==> config.mk <==
export PLATFORM = sky130hd
export DESIGN_NAME = dtmf_fifo
export DESIGN_NICKNAME = d
export VERILOG_FILES = /design/src/dtmf_pkg.sv /design/src/dtmf_fifo.sv
export SDC_FILE = /design/constraint.sdc
export NUM_CORES = 1
export LEC_CHECK = 0
export BUFFER_PORTS_ARGS = -buffer_cell sky130_fd_sc_hd__buf_2
export CORE_ASPECT_RATIO = 0.7
export CORE_MARGIN = 2
export CORE_UTILIZATION = 60
export CTS_CLUSTER_SIZE = 30
export DETAILED_ROUTE_END_ITERATION = 16
export PLACE_DENSITY = 0.83
export RECOVER_POWER = 25
export SLEW_MARGIN = 5
export SYNTH_ARGS = -nofsm -noshare
export SYNTH_HDL_FRONTEND = slang
export SYNTH_SLANG_ARGS = --single-unit
==> constraint.sdc <==
create_clock -name clk -period 4.5 [get_ports clk]
set_input_delay 0.9 -clock clk [delete_from_list [all_inputs] [get_ports clk]]
set_output_delay 0.9 -clock clk [all_outputs]
set_load 0.02 [all_outputs]
==> src/dtmf_pkg.sv <==
// ----------------------------------------------------------------------------
// dtmf_pkg
// Shared constants and types of the DTMF tone generator: loop length, phase
// widths, request and register codes, and the tick request carried between
// the request front end and the sample back end.
// ----------------------------------------------------------------------------
package dtmf_pkg;

	localparam int LOOP_SAMPLES = 8000;

	localparam int PH_W = $clog2(LOOP_SAMPLES);
	localparam int R_W  = $clog2(LOOP_SAMPLES + 1);
	localparam int Q_W  = PH_W + 2;

	localparam int NSTEP     = 5;
	localparam int SINE_LAT  = 7 + 2 * NSTEP;
	localparam int PIPE_LAT  = SINE_LAT + 3;

	localparam int QUEUE_DEPTH = 4;
	localparam int QUEUE_AW    = $clog2(QUEUE_DEPTH);

	localparam int AMP_W     = 15;
	localparam int CFG_IDX_W = 2;

	localparam logic [1:0] REQ_TICK  = 2'd0;
	localparam logic [1:0] REQ_START = 2'd1;
	localparam logic [1:0] REQ_STOP  = 2'd2;

	localparam logic [CFG_IDX_W-1:0] CFG_LAW     = 2'd0;
	localparam logic [CFG_IDX_W-1:0] CFG_ROW_AMP = 2'd1;
	localparam logic [CFG_IDX_W-1:0] CFG_COL_AMP = 2'd2;

	localparam logic [AMP_W-1:0] ROW_AMP_RESET = 15'd8224;
	localparam logic [AMP_W-1:0] COL_AMP_RESET = 15'd5177;

	typedef struct packed {
		logic            active;
		logic [PH_W-1:0] row_phase;
		logic [PH_W-1:0] col_phase;
	} job_t;

	typedef struct packed {
		logic       hit;
		logic [3:0] idx;
	} key_dec_t;

endpackage

==> src/dtmf_fifo.sv <==
// ----------------------------------------------------------------------------
// dtmf_fifo
// Short queue of tick requests between the request front end and the sample
// back end.
// ----------------------------------------------------------------------------
module dtmf_fifo (
	input  logic            clk,
	input  logic            arst_n,
	input  logic            push,
	input  dtmf_pkg::job_t  push_data,
	output logic            full,
	input  logic            pop,
	output logic            valid,
	output dtmf_pkg::job_t  pop_data
);
	import dtmf_pkg::*;

	job_t                mem_q [QUEUE_DEPTH];
	logic [QUEUE_AW:0]   wr_ptr_q;
	logic [QUEUE_AW:0]   rd_ptr_q;

	assign valid    = (wr_ptr_q != rd_ptr_q);
	assign full     = (wr_ptr_q[QUEUE_AW-1:0] == rd_ptr_q[QUEUE_AW-1:0]) &&
	                  (wr_ptr_q[QUEUE_AW] != rd_ptr_q[QUEUE_AW]);
	assign pop_data = mem_q[rd_ptr_q[QUEUE_AW-1:0]];

	always_ff @(posedge clk or negedge arst_n) begin
		if (!arst_n) begin
			wr_ptr_q <= '0;
			rd_ptr_q <= '0;
		end else begin
			if (push) begin
				wr_ptr_q <= wr_ptr_q + 1'b1;
			end
			if (pop) begin
				rd_ptr_q <= rd_ptr_q + 1'b1;
			end
		end
	end

	always_ff @(posedge clk) begin
		if (push) begin
			mem_q[wr_ptr_q[QUEUE_AW-1:0]] <= push_data;
		end
	end

endmodule

# == Yosys cells after proc, flatten, opt, wreduce, memory -nomap -nowiden ==
# Memories as Yosys holds them, arrays and structs flattened.
# Index checks and enable logic that the tools add are counted.
# word_totals
mem_bits_rw,108
n_memories,1
output_inout_bits,29
regBits,6
input_bits,31
# op_classes
n_addsub,2
reduce_logical,1
eq_ne,3
mux,2
# mem_list
memory,words,width,read_ports,rd_ports_with_merged_regs,write_ports,line_no,rtl
mem_q,4,27,1,0,1,dtmf_fifo.sv:18,job_t mem_q [QUEUE_DEPTH];
# op_table
operator,n
adder 3 x 1 -> 3 bit (second input constant),2
inequality test 3 bit,1
== test 2 bit,1
2-to-1 mux 1 bit,2
logical AND 1 bit,1
inequality test 1 bit,1

# == Longest topological paths before layout ==
# depth
ltp_word,2
mapped_depth,4

# == Worst setup path after synthesis ==
# No wires, ideal clock.
# synth_timing
path_type,register to output
from,register rd_ptr_q[0]
to,output port pop_data[10] (netlist name)
path_stages_with_launch,4
t_arrival_ns,1.258
path_buffers,2
setup_slack_ns,2.342
path_cell_list,dfrtp_1 > buf_6 > buf_12 > mux4_2
# synth_rtl
item,line_no,rtl
from (decl),dtmf_fifo.sv:20,logic [QUEUE_AW:0] rd_ptr_q;
from (signal assigned),dtmf_fifo.sv:36,rd_ptr_q <= rd_ptr_q + 1'b1;
to (decl),dtmf_fifo.sv:14,output dtmf_pkg::job_t pop_data

==> flow_metrics.tcl <==
set metrics [dict create \
    status "completed" \
    ant_nets 0 \
    rsz0062_at_grt "no" \
    setup_viol 0 \
    post_cts_resized 0 \
    hp-class "input port to asynchronous set/reset pin" \
    wl_um 7101 \
    fill_cells 416 \
    synth_nets 207 \
    power_leakage_nw 1.807 \
    yosysTopAreaCell "edfxtp_1" \
    synth-edff-count 108 \
    yosysMostFrequentCell "edfxtp_1" \
    r2r-end "rd_ptr_q[1]" \
    grt_usage 0.2033 \
    p_int_w 0.002566 \
    critPathCaptureType "output pin" \
    grt_max_degree 31 \
    numCtsBuffers 17 \
    critical_path_class "flip-flop to output pin" \
    io_buffers 59 \
    worst_ir_drop_vdd_mv 0.4467 \
    root_buffer "clkbuf_8" \
    pwr-share-comb 0.267 \
    syn_to_final_growth_pct 21.13 \
    initial_utilization 0.6235 \
    dieHeight_um 74.43 \
    yosysTopAreaCellShare 0.7628 \
    crit_required_ps 3600 \
    tightest_slew_ps 965.5 \
    relSlewSlack 0.3564 \
    clkLatencyLatePin_ps 500 \
    antenna_found_initial 0 \
    skew_ps 8.610 \
    cts_max_path_buffers 2 \
    r2r_start "rd_ptr_q[0]" \
    grt_pass1_vias 2061 \
    post-cts-setup-buffers 0 \
    placed_area_sq_um 4651 \
    maxCapViolations 0 \
    wl_per_cell_um 20.00 \
    path_max_fanout 30 \
    gp_congestion 0.7142 \
    dieWidth_um 104.6 \
    fin_area_sq_um 5150 \
    p_sw_frac 0.3049 \
    fp-row-count 25 \
    grt-ovfl-total 0 \
    ys_types 19 \
    vias 1958 \
    grt_pass1_wl_um 11010 \
    startpoint_type "flip-flop" \
    cts.sinks 114 \
    diodes 0 \
    min_period_over_period 0.7178 \
    synth_top_flop_cell "edfxtp_1" \
    nets 284 \
    max_freq_mhz 309.6 \
    hpwl_um 3986 \
    cts_tree "done" \
    critPathArrivalTime_ps 2330 \
    dieArea_sq_um 7786 \
    finalMaxSlewViolations 0 \
    reg2reg_depth 2 \
    syn_area_per_cell_sq_um 24.86 \
    core_sq_um 6819 \
    synth.cell_area_sq_um 4252 \
    synthesis.instances 171 \
    powerDensity_nw_per_um2 716.9 \
    ys_seq_area_frac 0.7981 \
    io_pins 60 \
    rrSetupSlack_ps 2730 \
    ys_ff_latch 114 \
    switchingPower_w 0.001126 \
    ys_warn_count 0 \
    clk_pin_slew_ps 50 \
    viasPerCell 5.515 \
    ys_async_sr_fraction 0.05263 \
    synth_commonest_cells "edfxtp_1 (108), mux4_2 (26), dfrtp_1 (6)" \
    drc_errors 0 \
    seq_power_share 0.422 \
    postCtsHoldBufs 0 \
    drtIter0Drc 123 \
    hold_violations 0 \
    fin_crit_ps 3230 \
    ys_top_cells_by_area "edfxtp_1 (76%), mux4_2 (14%), dfrtp_1 (3.5%)" \
    setup_tns_ps 0 \
    htree_levels 4 \
    drive_gt1_frac 0.3908 \
    firstDrtPassIters 4 \
    clockPowerShare 0.311 \
]
[logic make-up (layout without fill, tap and decap cells)]
family,Yosys count,count (layout),synth area share
flops,114,114,0.7981
simple gates,8,8,0.01089
mux,28,28,0.1466
fa+ha+maj,5,5,0.01471
compound gates,1,1,0.001176
xor+xnor,7,7,0.01442
buf+inv,8,98,0.01413
[critical path, stage by stage, from the launching register on]
cell     delay (ps)
dfrtp_2        1000
mux4_2          640
buf_2           180
[per-layer routing]
layer | global-route usage | vias up | wire length [um]
met5 | 0 | - | 0
met4 | 0.06667 | 0 | 54
met3 | 0.08501 | 7 | 406
met2 | 0.3253 | 68 | 3430
met1 | 0.2622 | 1011 | 3210
li1 | - | 872 | -
[power groups by stage]
stage	sequential (W)	combinational, W	clock [W]
after detailed placement	0.00158	0.000990	0
after global placement	0.00157	0.000970	0
after CTS	0.00157	0.00100	0.00117
after global routing	0.00159	0.00106	0.00122
final	0.00156	0.000986	0.00115
after floorplan	0.00146	0.000814	0
[placed cells by master (no fill, tap or decap), drive strengths merged]
cell / netlist / layout
edfxtp: 108 / 108
buf: 5 / 47
clkbuf: 1 / 43
mux4: 27 / 27
dfrtp: 6 / 6
ha: 5 / 5
clkinv: 0 / 5
xnor2: 4 / 4
and2: 4 / 4
xor2: 3 / 3
inv: 2 / 2
nand2: 2 / 2
nand3: 1 / 1
and3b: 1 / 1
o21ai: 1 / 1
mux2: 1 / 1
clkinvlp: 0 / 1
[registers in the layout, summed over array words and instances (netlist names)]
name	count
mem_q	108
rd_ptr_q	3
wr_ptr_q	3
[layout make-up]
class / instances / area (sq um) / share of cell area
Clock buffer: 26 / 488.0 / 0.09475
Clock inverter: 6 / 32.53 / 0.006317
Inverter: 2 / 7.507 / 0.001458
Multi-Input combinational cell: 49 / 798.3 / 0.1550
Sequential cell: 114 / 3395 / 0.6591
Tap cell: 94 / 117.6 / 0.02284
Timing Repair Buffer: 64 / 311.5 / 0.06050
[through the flow]
stage                       util  hold WS, ps  power [W]  instances  setup slack [ps]
after floorplan                -        461.7   0.002275        171              2342
after detailed placement  0.6820        487.8   0.002572        323              1729
after global placement    0.6820        482.7   0.002539        323              1753
after global routing      0.7552        257.2   0.003868        355              1076
after CTS                 0.7583        193.0   0.003732        355              1198
final                     0.7552        266.3   0.003692        355              1270
[worst max-delay path by stage]
| stage | startpoint | endpoint | slack, ps | cells after the start |
|---|---|---|---|---|
| 2_1_floorplan | rd_ptr_q[0] | pop_data[10] | 2340 | 3 |
| 4_1_cts | rd_ptr_q[0] | pop_data[23] | 1200 | 2 |
| 3_5_place_dp | rd_ptr_q[0] | pop_data[26] | 1730 | 2 |
| 5_1_grt | rd_ptr_q[0] | pop_data[26] | 1080 | 2 |
| 6_report | rd_ptr_q[0] | pop_data[23] | 1270 | 2 |
| 3_3_place_gp | rd_ptr_q[0] | pop_data[26] | 1750 | 2 |
Note: power is estimated with default switching activity, not from simulation.
