## src/dtmf_pkg.sv

```systemverilog
// ----------------------------------------------------------------------------
// dtmf_pkg
// Shared constants and types of the DTMF tone generator: loop length, phase
// widths, request and register codes, and the tick request carried between
// the request front end and the sample back end.
// ----------------------------------------------------------------------------
package dtmf_pkg;

	localparam int LOOP_SAMPLES = 8000;

	localparam int PH_W = $clog2(LOOP_SAMPLES);
	localparam int R_W  = $clog2(LOOP_SAMPLES + 1);
	localparam int Q_W  = PH_W + 2;

	localparam int NSTEP     = 5;
	localparam int SINE_LAT  = 7 + 2 * NSTEP;
	localparam int PIPE_LAT  = SINE_LAT + 3;

	localparam int QUEUE_DEPTH = 4;
	localparam int QUEUE_AW    = $clog2(QUEUE_DEPTH);

	localparam int AMP_W     = 15;
	localparam int CFG_IDX_W = 2;

	localparam logic [1:0] REQ_TICK  = 2'd0;
	localparam logic [1:0] REQ_START = 2'd1;
	localparam logic [1:0] REQ_STOP  = 2'd2;

	localparam logic [CFG_IDX_W-1:0] CFG_LAW     = 2'd0;
	localparam logic [CFG_IDX_W-1:0] CFG_ROW_AMP = 2'd1;
	localparam logic [CFG_IDX_W-1:0] CFG_COL_AMP = 2'd2;

	localparam logic [AMP_W-1:0] ROW_AMP_RESET = 15'd8224;
	localparam logic [AMP_W-1:0] COL_AMP_RESET = 15'd5177;

	typedef struct packed {
		logic            active;
		logic [PH_W-1:0] row_phase;
		logic [PH_W-1:0] col_phase;
	} job_t;

	typedef struct packed {
		logic       hit;
		logic [3:0] idx;
	} key_dec_t;

endpackage

```

## src/dtmf_front.sv

```systemverilog
// ----------------------------------------------------------------------------
// dtmf_front
// Request front end: decodes start, stop and tick requests, keeps the tone
// state and both phase counters, and queues one entry per tick.
// ----------------------------------------------------------------------------
module dtmf_front (
	input  logic            clk,
	input  logic            arst_n,
	input  logic            req_valid,
	output logic            req_ready,
	input  logic [1:0]      req_type,
	input  logic [7:0]      key_char,
	input  logic            q_full,
	output logic            q_push,
	output dtmf_pkg::job_t  q_data
);
	import dtmf_pkg::*;

	function automatic key_dec_t key_decode(input logic [7:0] c);
		key_dec_t d;
		d.hit = 1'b1;
		case (c)
			8'h31:        d.idx = 4'd0;
			8'h32:        d.idx = 4'd1;
			8'h33:        d.idx = 4'd2;
			8'h41, 8'h61: d.idx = 4'd3;
			8'h34:        d.idx = 4'd4;
			8'h35:        d.idx = 4'd5;
			8'h36:        d.idx = 4'd6;
			8'h42, 8'h62: d.idx = 4'd7;
			8'h37:        d.idx = 4'd8;
			8'h38:        d.idx = 4'd9;
			8'h39:        d.idx = 4'd10;
			8'h43, 8'h63: d.idx = 4'd11;
			8'h2A:        d.idx = 4'd12;
			8'h30:        d.idx = 4'd13;
			8'h23:        d.idx = 4'd14;
			8'h44, 8'h64: d.idx = 4'd15;
			default: begin
				d.hit = 1'b0;
				d.idx = 4'd0;
			end
		endcase
		return d;
	endfunction

	function automatic logic [PH_W-1:0] row_hz(input logic [1:0] r);
		case (r)
			2'd0:    return PH_W'(697);
			2'd1:    return PH_W'(770);
			2'd2:    return PH_W'(852);
			default: return PH_W'(941);
		endcase
	endfunction

	function automatic logic [PH_W-1:0] col_hz(input logic [1:0] c);
		case (c)
			2'd0:    return PH_W'(1209);
			2'd1:    return PH_W'(1336);
			2'd2:    return PH_W'(1477);
			default: return PH_W'(1633);
		endcase
	endfunction

	function automatic logic [PH_W-1:0] wrap_add(input logic [PH_W-1:0] p,
	                                             input logic [PH_W-1:0] step);
		logic [PH_W:0] sum;
		sum = {1'b0, p} + {1'b0, step};
		if (sum >= (PH_W + 1)'(LOOP_SAMPLES)) begin
			sum = sum - (PH_W + 1)'(LOOP_SAMPLES);
		end
		return sum[PH_W-1:0];
	endfunction

	logic            active_q;
	logic [3:0]      key_q;
	logic [PH_W-1:0] row_phase_q;
	logic [PH_W-1:0] col_phase_q;

	logic            req_acc;
	key_dec_t        dec;
	logic [PH_W-1:0] row_next;
	logic [PH_W-1:0] col_next;

	assign req_ready = !q_full;
	assign req_acc   = req_valid && req_ready;
	assign dec       = key_decode(key_char);
	assign row_next  = wrap_add(row_phase_q, row_hz(key_q[3:2]));
	assign col_next  = wrap_add(col_phase_q, col_hz(key_q[1:0]));

	assign q_push           = req_acc && (req_type == REQ_TICK);
	assign q_data.active    = active_q;
	assign q_data.row_phase = row_phase_q;
	assign q_data.col_phase = col_phase_q;

	always_ff @(posedge clk or negedge arst_n) begin
		if (!arst_n) begin
			active_q    <= 1'b0;
			key_q       <= 4'd0;
			row_phase_q <= '0;
			col_phase_q <= '0;
		end else if (req_acc) begin
			case (req_type)
				REQ_START: begin
					if (dec.hit) begin
						key_q    <= dec.idx;
						active_q <= 1'b1;
					end
					row_phase_q <= '0;
					col_phase_q <= '0;
				end
				REQ_STOP: begin
					active_q <= 1'b0;
				end
				REQ_TICK: begin
					if (active_q) begin
						row_phase_q <= row_next;
						col_phase_q <= col_next;
					end
				end
				default: begin
				end
			endcase
		end
	end

endmodule

```

## config.mk

```make
export PLATFORM = sky130hd
export DESIGN_NAME = dtmf_front
export DESIGN_NICKNAME = d
export VERILOG_FILES = /design/src/dtmf_pkg.sv /design/src/dtmf_front.sv
export SDC_FILE = /design/constraint.sdc
export NUM_CORES = 1
export LEC_CHECK = 0
export BUFFER_PORTS_ARGS = -buffer_cell sky130_fd_sc_hd__buf_4
export CAP_MARGIN = 10
export CORE_MARGIN = 1
export CORE_UTILIZATION = 55
export DETAILED_ROUTE_END_ITERATION = 10
export PLACE_DENSITY = 0.86
export SLEW_MARGIN = 10
export SYNTH_ARGS = -nofsm -noshare
export SYNTH_HDL_FRONTEND = slang
export SYNTH_SLANG_ARGS = --single-unit
```

## constraint.sdc

```tcl
create_clock -name clk -period 5 [get_ports clk]
set_clock_uncertainty 0.05 [all_clocks]
set_input_delay 0.25 -clock clk [delete_from_list [all_inputs] [get_ports clk]]
set_output_delay 0.25 -clock clk [all_outputs]
set_load 0.02 [all_outputs]
```

==> Word-level counts from Yosys, hierarchy flattened <==
Index checks and enable logic that the tools add are counted.
{ "totals": {"ff_bits": 31, "latchBits": 0, "ramBits": 0, "rom_bits": 0, "inputBits": 14, "output_inout_bits": 29, "wordCells": 66, "memories": 0} }
{ "op_classes": {"addsub": 4, "mul": 0, "div": 0, "order_cmp": 2, "n_eq_ne": 28, "shift": 0, "muxes": 12, "bitwise": 0, "n_reduce_logical": 16} }
{ "op_table": {"columns": ["cell", "count"], "rows": [
  ["$eq 8x6->1 const B", 12],
  ["$eq 8x7->1 const B", 8],
  ["$pmux 4 s15", 1],
  ["$mux 13", 4],
  ["$pmux 13 s2", 2],
  ["$pmux 10 s3", 1],
  ["$ge 14x13->1 const B", 2],
  ["$pmux 9 s3", 1],
  ["$sub 13x13->13 const B", 2],
  ["$reduce_or 20->1", 1],
  ["$add 13x10->14", 1],
  ["$add 13x11->14", 1],
  ["$reduce_and 3->1", 3],
  ["$reduce_or 2->1", 4],
  ["$eq 2x1->1 const B", 3],
  ["$eq 2x2->1 const B", 3],
  ["$logic_not 2->1", 3],
  ["$ne 2x2->1 const B", 2],
  ["$reduce_bool 2->1", 2],
  ["$logic_and 1x1->1", 2],
  ["$mux 1", 2],
  ["$pmux 1 s2", 1],
  ["$logic_not 1->1", 1]
]} }

==> Depth between registers and ports, before layout <==
Gate-level depths: netlist (run 1).
{ "depth": {"word_depth": 7, "ltp_mapped": 17, "mapped_depth_nobuf": 17} }

==> Worst setup path before layout (run 1) <==
Ideal clock, no wire load.
{ "synth_path": {"kind": "register to register", "from": "register key_q[2]", "to": "register row_phase_q[11]", "setup_time_ps": 126, "arrival_ps": 3646, "required_ps": 4824, "setup_slack_ps": 1178, "path_stages_with_launch": 18, "path_buffers": 0, "synth_period_minus_slack_ps": 3822, "cell_sequence": "dfrtp_1 inv_1 ha_1 inv_1 ha_1 inv_1 fa_1 nand2b_1 a21oi_1 o21a_1 nor2_1 xnor2_1 ha_1 nand4b_1 o41a_1 o31ai_4 a41oi_1 a221o_1"} }
{ "synth_between": {"elab_chain_cells": 7, "elab_cells_between_ends": 10, "classes_between": "2 x add/sub; 1 x order compare; 2 x eq/ne; 4 x mux; 1 x reduce/logical"} }
{ "synth_rtl": {"columns": ["item", "line_no", "text"], "rows": [
  ["start: declaration", "dtmf_front.sv:76", "logic [3:0] key_q;"],
  ["start signal: assignment", "dtmf_front.sv:106", "key_q <= dec.idx;"],
  ["$eq 2x2->1 (tied with other cells)", "dtmf_front.sv:48", "case (r)"],
  ["$pmux 9 s3 *", "dtmf_front.sv:48", null],
  ["$add 13x10->14 *", "dtmf_front.sv:68", "sum = {1'b0, p} + {1'b0, step};"],
  ["$sub 13x13->13 or $ge 14x13->1 (tied branches)", "dtmf_front.sv:70, dtmf_front.sv:69", null],
  ["$mux 13 *", "dtmf_front.sv:69", "if (sum >= (PH_W + 1)'(LOOP_SAMPLES)) begin"],
  ["$mux 13 *", "dtmf_front.sv:116", "if (active_q) begin"],
  ["$pmux 13 s2 *", "dtmf_front.sv:103", "case (req_type)"],
  ["end signal: assignment", "dtmf_front.sv:117", "row_phase_q <= row_next;"],
  ["end: declaration", "dtmf_front.sv:77", "logic [PH_W-1:0] row_phase_q;"]
]} }
Mark *: on every way between the ends. The rest lies on a longest branch, timed or not. The select of a mux whose other input is x is not followed.
A chain may end at the register's enable or synchronous reset.

==> Worst setup path after layout (run 1) <==
Ends and elaborated chain as after synthesis.

==> impl_metrics.json, run 1 <==
{
  "yosys.area.top_type": "dfrtp_1",
  "final_core_util_pct": 66.89,
  "ios": 43,
  "slew_violations": 0,
  "gp_congestion": 0.9305,
  "maxCapViolCount": 0,
  "chipHeight_um": 79.65,
  "dr.pass1.iters": 5,
  "io_buffers": 42,
  "synth.ff_latch_count": 31,
  "synth.distinct_cells": 73,
  "cp.required_ps": 5130,
  "synth-edff-count": 0,
  "grt_use_total_pct": 28.05,
  "nets": 484,
  "grt_overflow_total": 0,
  "cts_inserted_buffers": 5,
  "post-route-period-util_pct": 85.13,
  "rsz0062_at_grt": "false",
  "clk_pin_slew_worst_paths_ps": 70,
  "drtAntennaViolNets": 0,
  "synth_flop_cell": "dfrtp_1",
  "hold_violations": 0,
  "cts_hold_buffers": 1,
  "dieArea_um2": 6343,
  "vdd_drop_max_v": 0.0001302,
  "route.detailed.drc": 0,
  "clock_sinks": 31,
  "status": "completed",
  "max_freq_ghz": 0.2349,
  "syn-cell-area_um2": 3316,
  "dp_hpwl_um": 6361,
  "syn-mean-instance-area_um2": 8.147,
  "period_minus_slack_ps": 4256,
  "routed_wl_um": 8414,
  "arrival_ps": 4390,
  "htreeDepth": 2,
  "synth.net_count": 452,
  "cts_buffer_depth": 2,
  "synth_area_leaders": "dfrtp_1 (23%), ha_1 (11%), nand2_1 (5.2%)",
  "slew_headroom_pct": 49.54,
  "holdCritPathClass": "in -> reg",
  "vias": 3264,
  "start_util_pct": 58.77,
  "antenna_found_initial": 0,
  "synth_top_area_share_pct": 23.40,
  "grt_pass1_vias": 3023,
  "synth-seq-area-share_pct": 23.40,
  "root_buffer": "clkbuf_8",
  "wl_per_cell_um": 16.43,
  "async_flop_share_pct": 100.0,
  "grt_max_degree": 32,
  "ctsResizeCount": 0,
  "fin_tns_setup_ps": 0,
  "path_max_fanout": 5,
  "cts_tree": "yes",
  "grt_first_pass_wirelength_um": 14010,
  "antenna_cells": 0,
  "layout-area-overhead-vs-synth_pct": 13.81,
  "drive_above_1_share_pct": 17.50,
  "worst_pin_slew_ps": 755.3,
  "die_w_um": 79.65,
  "final_area_um2": 3774,
  "p_leak_nw": 1.747,
  "setup_violations": 0,
  "viasPerCell": 6.375,
  "cp-start-kind": "flip-flop",
  "rows": 27,
  "coreArea_um2": 5642,
  "synth_warnings": 0,
  "post_cts_buffers": 0,
  "path_class": "reg -> reg",
  "cp-end-kind": "flip-flop",
  "placed_cell_area_um2": 3646,
  "clkLatencyLatePin_ps": 290,
  "drt_iter0_drc": 279,
  "synth_cells": 407,
  "p_per_area_nw_per_um2": 273.5
}
where the power goes:
group / switching (mW) / total (mW) / leakage, nW / internal (mW)
Combinational: 0.280 / 0.470 / 1.26 / 0.190
Clock: 0.104 / 0.265 / 0.0612 / 0.161
Sequential: 0.0266 / 0.297 / 0.424 / 0.270
stage by stage:
| stage | hold WS (ps) | cells | setup WS, ps | power (mW) |
|---|---|---|---|---|
| final | 169.1 | 512 | 743.5 | 1.032 |
| after global routing | 175.9 | 512 | 434.3 | 1.093 |
| after CTS | 163.1 | 512 | 751.8 | 1.029 |
| after detailed placement | 155.4 | 503 | 773.7 | 0.7585 |
| after global placement | 146.4 | 503 | 991.4 | 0.7476 |
| after floorplan | -95.59 | 407 | 1178 | 0.6451 |
final cells by class:
class | count | area, µm²
Inverter | 25 | 93.84
Tap cell | 72 | 90.09
Clock inverter | 2 | 35.03
Timing Repair Buffer | 44 | 332.8
Multi-Input combinational cell | 332 | 2364
Fill cell | 459 | 1868
Sequential cell | 31 | 775.7
Clock buffer | 6 | 82.58
flip-flops by register name (all words and copies together), names as in the netlist:
signal	flops
row_phase_q	13
active_q	1
key_q	4
col_phase_q	13
cell usage after synthesis (6+ instances only):
cell,count
a21o_1,6
a21oi_1,17
o21ai_1,6
xnor2_1,15
o21ai_0,26
nor3_1,11
o21a_1,8
nor2_1,32
nand2b_1,6
inv_1,25
clkbuf_1,14
dfrtp_1,31
nand2_1,46
nand3_1,12
ha_1,30
logic make-up after synthesis:
group	share of synthesized area, %
compound gates	30.08
mux	2.566
simple gates	20.83
flops	23.40
fa+ha+maj	11.92
buf+inv	5.434
xor+xnor	5.774
final timing paths:
path                                     start              end  slack, ps  depth (start not counted)
worst max-delay path                  key_q[2]  row_phase_q[11]        740                         17
worst min-delay path               req_type[1]   row_phase_q[1]        170                          2
worst max register to register        key_q[2]  row_phase_q[11]        740                         17
worst min register to register  row_phase_q[8]   row_phase_q[8]        490                          2
max in group asynchronous               arst_n   col_phase_q[4]       4240                          2
min in group asynchronous               arst_n   row_phase_q[5]        370                          2
cells in the final DEF (no fill, tap or decap), drive strengths merged, types with 12 or more instances in the layout:
cell    n
nand2  46
buf    43
nor2   33
o21ai  32
dfrtp  31
ha     30
inv    25
a21oi  20
xnor2  16
nor3   13
nand3  12
critical path, cell delays in order, from the launching register on:
cell and delay (ps):
dfrtp_1 400, inv_1 100, ha_1 290, inv_1 140, ha_1 210, inv_1 60
fa_1 400, nand2b_1 190, a21oi_1 180, o21a_1 130, nor2_1 40, xnor2_1 360
ha_1 230, nand4b_1 100, o41a_1 460, o31ai_4 290, a41oi_1 180, a221o_1 310
layer usage:
metal | vias to the layer above | part of all wire [%] | global-route usage [%]
met2 | 136 | 47 | 46.58
met4 | 0 | 2.0 | 9.455
met1 | 1534 | 45 | 35.98
li1 | 1573 | - | -
met5 | - | 0 | 0
met3 | 21 | 6.3 | 5.600
(Power assumes the default switching activity.)
==> run 2, diff against run 1 <==
--- a/config.mk
+++ b/config.mk
@@ -5,12 +5,13 @@
 export SDC_FILE = /design/constraint.sdc
 export NUM_CORES = 1
 export LEC_CHECK = 0
+export ABC_AREA = 1
 export BUFFER_PORTS_ARGS = -buffer_cell sky130_fd_sc_hd__buf_4
 export CAP_MARGIN = 10
 export CORE_MARGIN = 1
 export CORE_UTILIZATION = 55
 export DETAILED_ROUTE_END_ITERATION = 10
-export PLACE_DENSITY = 0.86
+export PLACE_DENSITY = 0.87
 export SLEW_MARGIN = 10
 export SYNTH_ARGS = -nofsm -noshare
 export SYNTH_HDL_FRONTEND = slang
==> run 2 against run 1 <==
  * Core utilization decreased by 0.31 points
  * Synthesized area down 1.7%
  * Sequential share of layout area is 0.22 points higher
  * Clock power shrank 9.4%
  * Design area is 1.1% lower
  * Wire length is essentially flat
  * Synthesized cell count is 23% higher
  * Critical path type unchanged
  * Combinational power shrank 35%
  * Largest cell class unchanged
  * Fmax up 14%
  * Die area is 1.7% lower
==> impl_metrics.json, run 2 <==
{
  "drtAntennaViolNets": 0,
  "grt_first_pass_wirelength_um": 14280,
  "antenna_found_initial": 0,
  "drt_iter0_drc": 250,
  "dieArea_um2": 6235,
  "cp.required_ps": 5110,
  "clk_pin_slew_worst_paths_ps": 70,
  "synth_warnings": 0,
  "p_per_area_nw_per_um2": 225.0,
  "synth.distinct_cells": 42,
  "rsz0062_at_grt": "false",
  "rows": 27,
  "clkLatencyLatePin_ps": 280,
  "dp_hpwl_um": 6560,
  "synth_cells": 501,
  "path_class": "reg -> reg",
  "final_common_cell": "nand2_1",
  "htreeDepth": 2,
  "syn-cell-area_um2": 3258,
  "antenna_cells": 0,
  "max_freq_ghz": 0.2676,
  "vias": 3462,
  "dr.pass1.iters": 5,
  "cts_buffer_depth": 2,
  "synth_area_leaders": "dfrtp_1 (24%), nand2_1 (15%), ha_1 (12%)",
  "final_core_util_pct": 66.58,
  "syn-mean-instance-area_um2": 6.503,
  "fin_tns_setup_ps": 0,
  "hold_violations": 0,
  "status": "completed",
  "chipHeight_um": 78.97,
  "arrival_ps": 3850,
  "synth_flop_cell": "dfrtp_1",
  "cp-start-kind": "flip-flop",
  "final_cell_mix": "nand2_1 (134), inv_1 (81), buf_4 (42)",
  "synth.ff_latch_count": 31,
  "post-route-period-util_pct": 74.75,
  "root_buffer": "clkbuf_8",
  "slew_violations": 0,
  "die_w_um": 78.97,
  "gp_congestion": 1.007,
  "routed_wl_um": 8410,
  "period_minus_slack_ps": 3737,
  "grt_pass1_vias": 3243,
  "vdd_drop_max_v": 0.0001305,
  "cp-end-kind": "flip-flop",
  "cts_inserted_buffers": 5,
  "synth_top_area_share_pct": 23.81,
  "layout-area-overhead-vs-synth_pct": 14.59,
  "nets": 589,
  "synth-edff-count": 0,
  "io_buffers": 42,
  "async_flop_share_pct": 100.0,
  "path_max_fanout": 10,
  "reg_top3": "col_phase_q (13), row_phase_q (13), key_q (4)",
  "route.detailed.drc": 0,
  "setup_violations": 0,
  "grt_max_degree": 32,
  "viasPerCell": 5.620,
  "synth.net_count": 546,
  "maxCapViolCount": 0,
  "p_leak_nw": 2.062,
  "start_util_pct": 58.10,
  "synth_common_cells": "nand2_1 (134), inv_1 (81), nor2_1 (41)",
  "coreArea_um2": 5608,
  "synth-seq-area-share_pct": 23.81,
  "clock_sinks": 31,
  "worst_pin_slew_ps": 1117,
  "holdCritPathClass": "in -> reg",
  "slew_headroom_pct": 25.51,
  "drive_above_1_share_pct": 14.15,
  "wl_per_cell_um": 13.65,
  "ios": 43,
  "grt_overflow_total": 0,
  "yosys.area.top_type": "dfrtp_1",
  "grt_use_total_pct": 28.70,
  "synth_most_common_cell": "nand2_1",
  "cts_tree": "yes"
}
## run 2: cell types whose count changed in the layout (fill, tap and decap cells not counted), moves of 6 or more
cell,delta
a21o_1,-6
inv_1,+56
nand2_1,+88
nand2_2,+11
nand2b_1,-6
nand3_1,+28
nand3_2,+6
nand4_1,+9
nor2_1,+9
o21a_1,-7
o21ai_0,-7
xnor2_1,-14
## run 2: critical path: stages, from the launching register on
cell and delay, ps:
dfrtp_1 410, inv_1 100, ha_1 290, inv_1 160, ha_1 200, inv_1 50
fa_1 390, inv_1 100, nand3_1 100, nand3_1 160, nand3_1 100, nand2_1 90
xor2_1 100, inv_1 120, ha_1 170, nand4_1 100, nor3_1 240, nand2_1 80
nor2_1 110, nand3_1 110, nand3_4 150, nand2_1 80, nand2_1 80, o22ai_1 80
## run 2: final timing paths
| kind | endpoint | slack, ps | from | depth (start not counted) |
|---|---|---|---|---|
| min | active_q | 270 | req_type[1] | 4 |
| max | row_phase_q[11] | 1260 | key_q[2] | 23 |
| max reg2reg | row_phase_q[11] | 1260 | key_q[2] | 23 |
| min reg2reg | col_phase_q[2] | 480 | col_phase_q[2] | 2 |
| max in group asynchronous | col_phase_q[11] | 4200 | arst_n | 2 |
| min in group asynchronous | row_phase_q[3] | 400 | arst_n | 2 |
## run 2: kinds of logic after synthesis
family                     after synthesis  share of synthesized area, %
and+or+nand+nor                        265                         36.83
buffers and inverters                   91                         11.10
AOI/OAI and AO/OA                       72                         13.17
adders and majority gates               31                         12.14
DFF                                     31                         23.81
xor gates and xnor gates                11                         2.957
## run 2: metal layers
layer,global-route usage [%],vias up,share of wire [%]
met2,48.45,137,46
met5,0,-,0
li1,-,1713,-
met1,37.08,1587,46
met4,10.91,0,2.8
met3,3.793,25,6.0
## run 2: per-stage QoR
step	worst slack (ps)	instance area (µm²)	total power [mW]	hold WS, ps	cells
after global routing	979.7	3734	0.8917	277.7	616
after CTS	1296	3734	0.8401	261.7	616
after detailed placement	1356	3621	0.5955	156.5	608
after floorplan	1832	3258	0.5097	-95.59	501
final	1263	3734	0.8401	267.8	616
after global placement	1532	3621	0.5899	149.6	608
## run 2: where the power goes
group          internal [mW]  switching, mW
logic                  0.111          0.195
clock network          0.146         0.0939
registers              0.269         0.0256
## run 2: what timing repair did
action,CTS,global route
hold buffers,1,0
buffers inserted,0,0
gates resized for setup,0,0
setup endpoints to repair,0,0
hold endpoints to repair,31,0
## run 2: final cells by class
cell class,count,area [µm²]
fillers,482,1874
well taps,72,90.09
multi-input cells,379,2125
clock inverters,1,30.03
repair buffers,43,325.3
inverters,84,315.3
clock buffers,6,72.57
flip-flops and latches,31,775.7
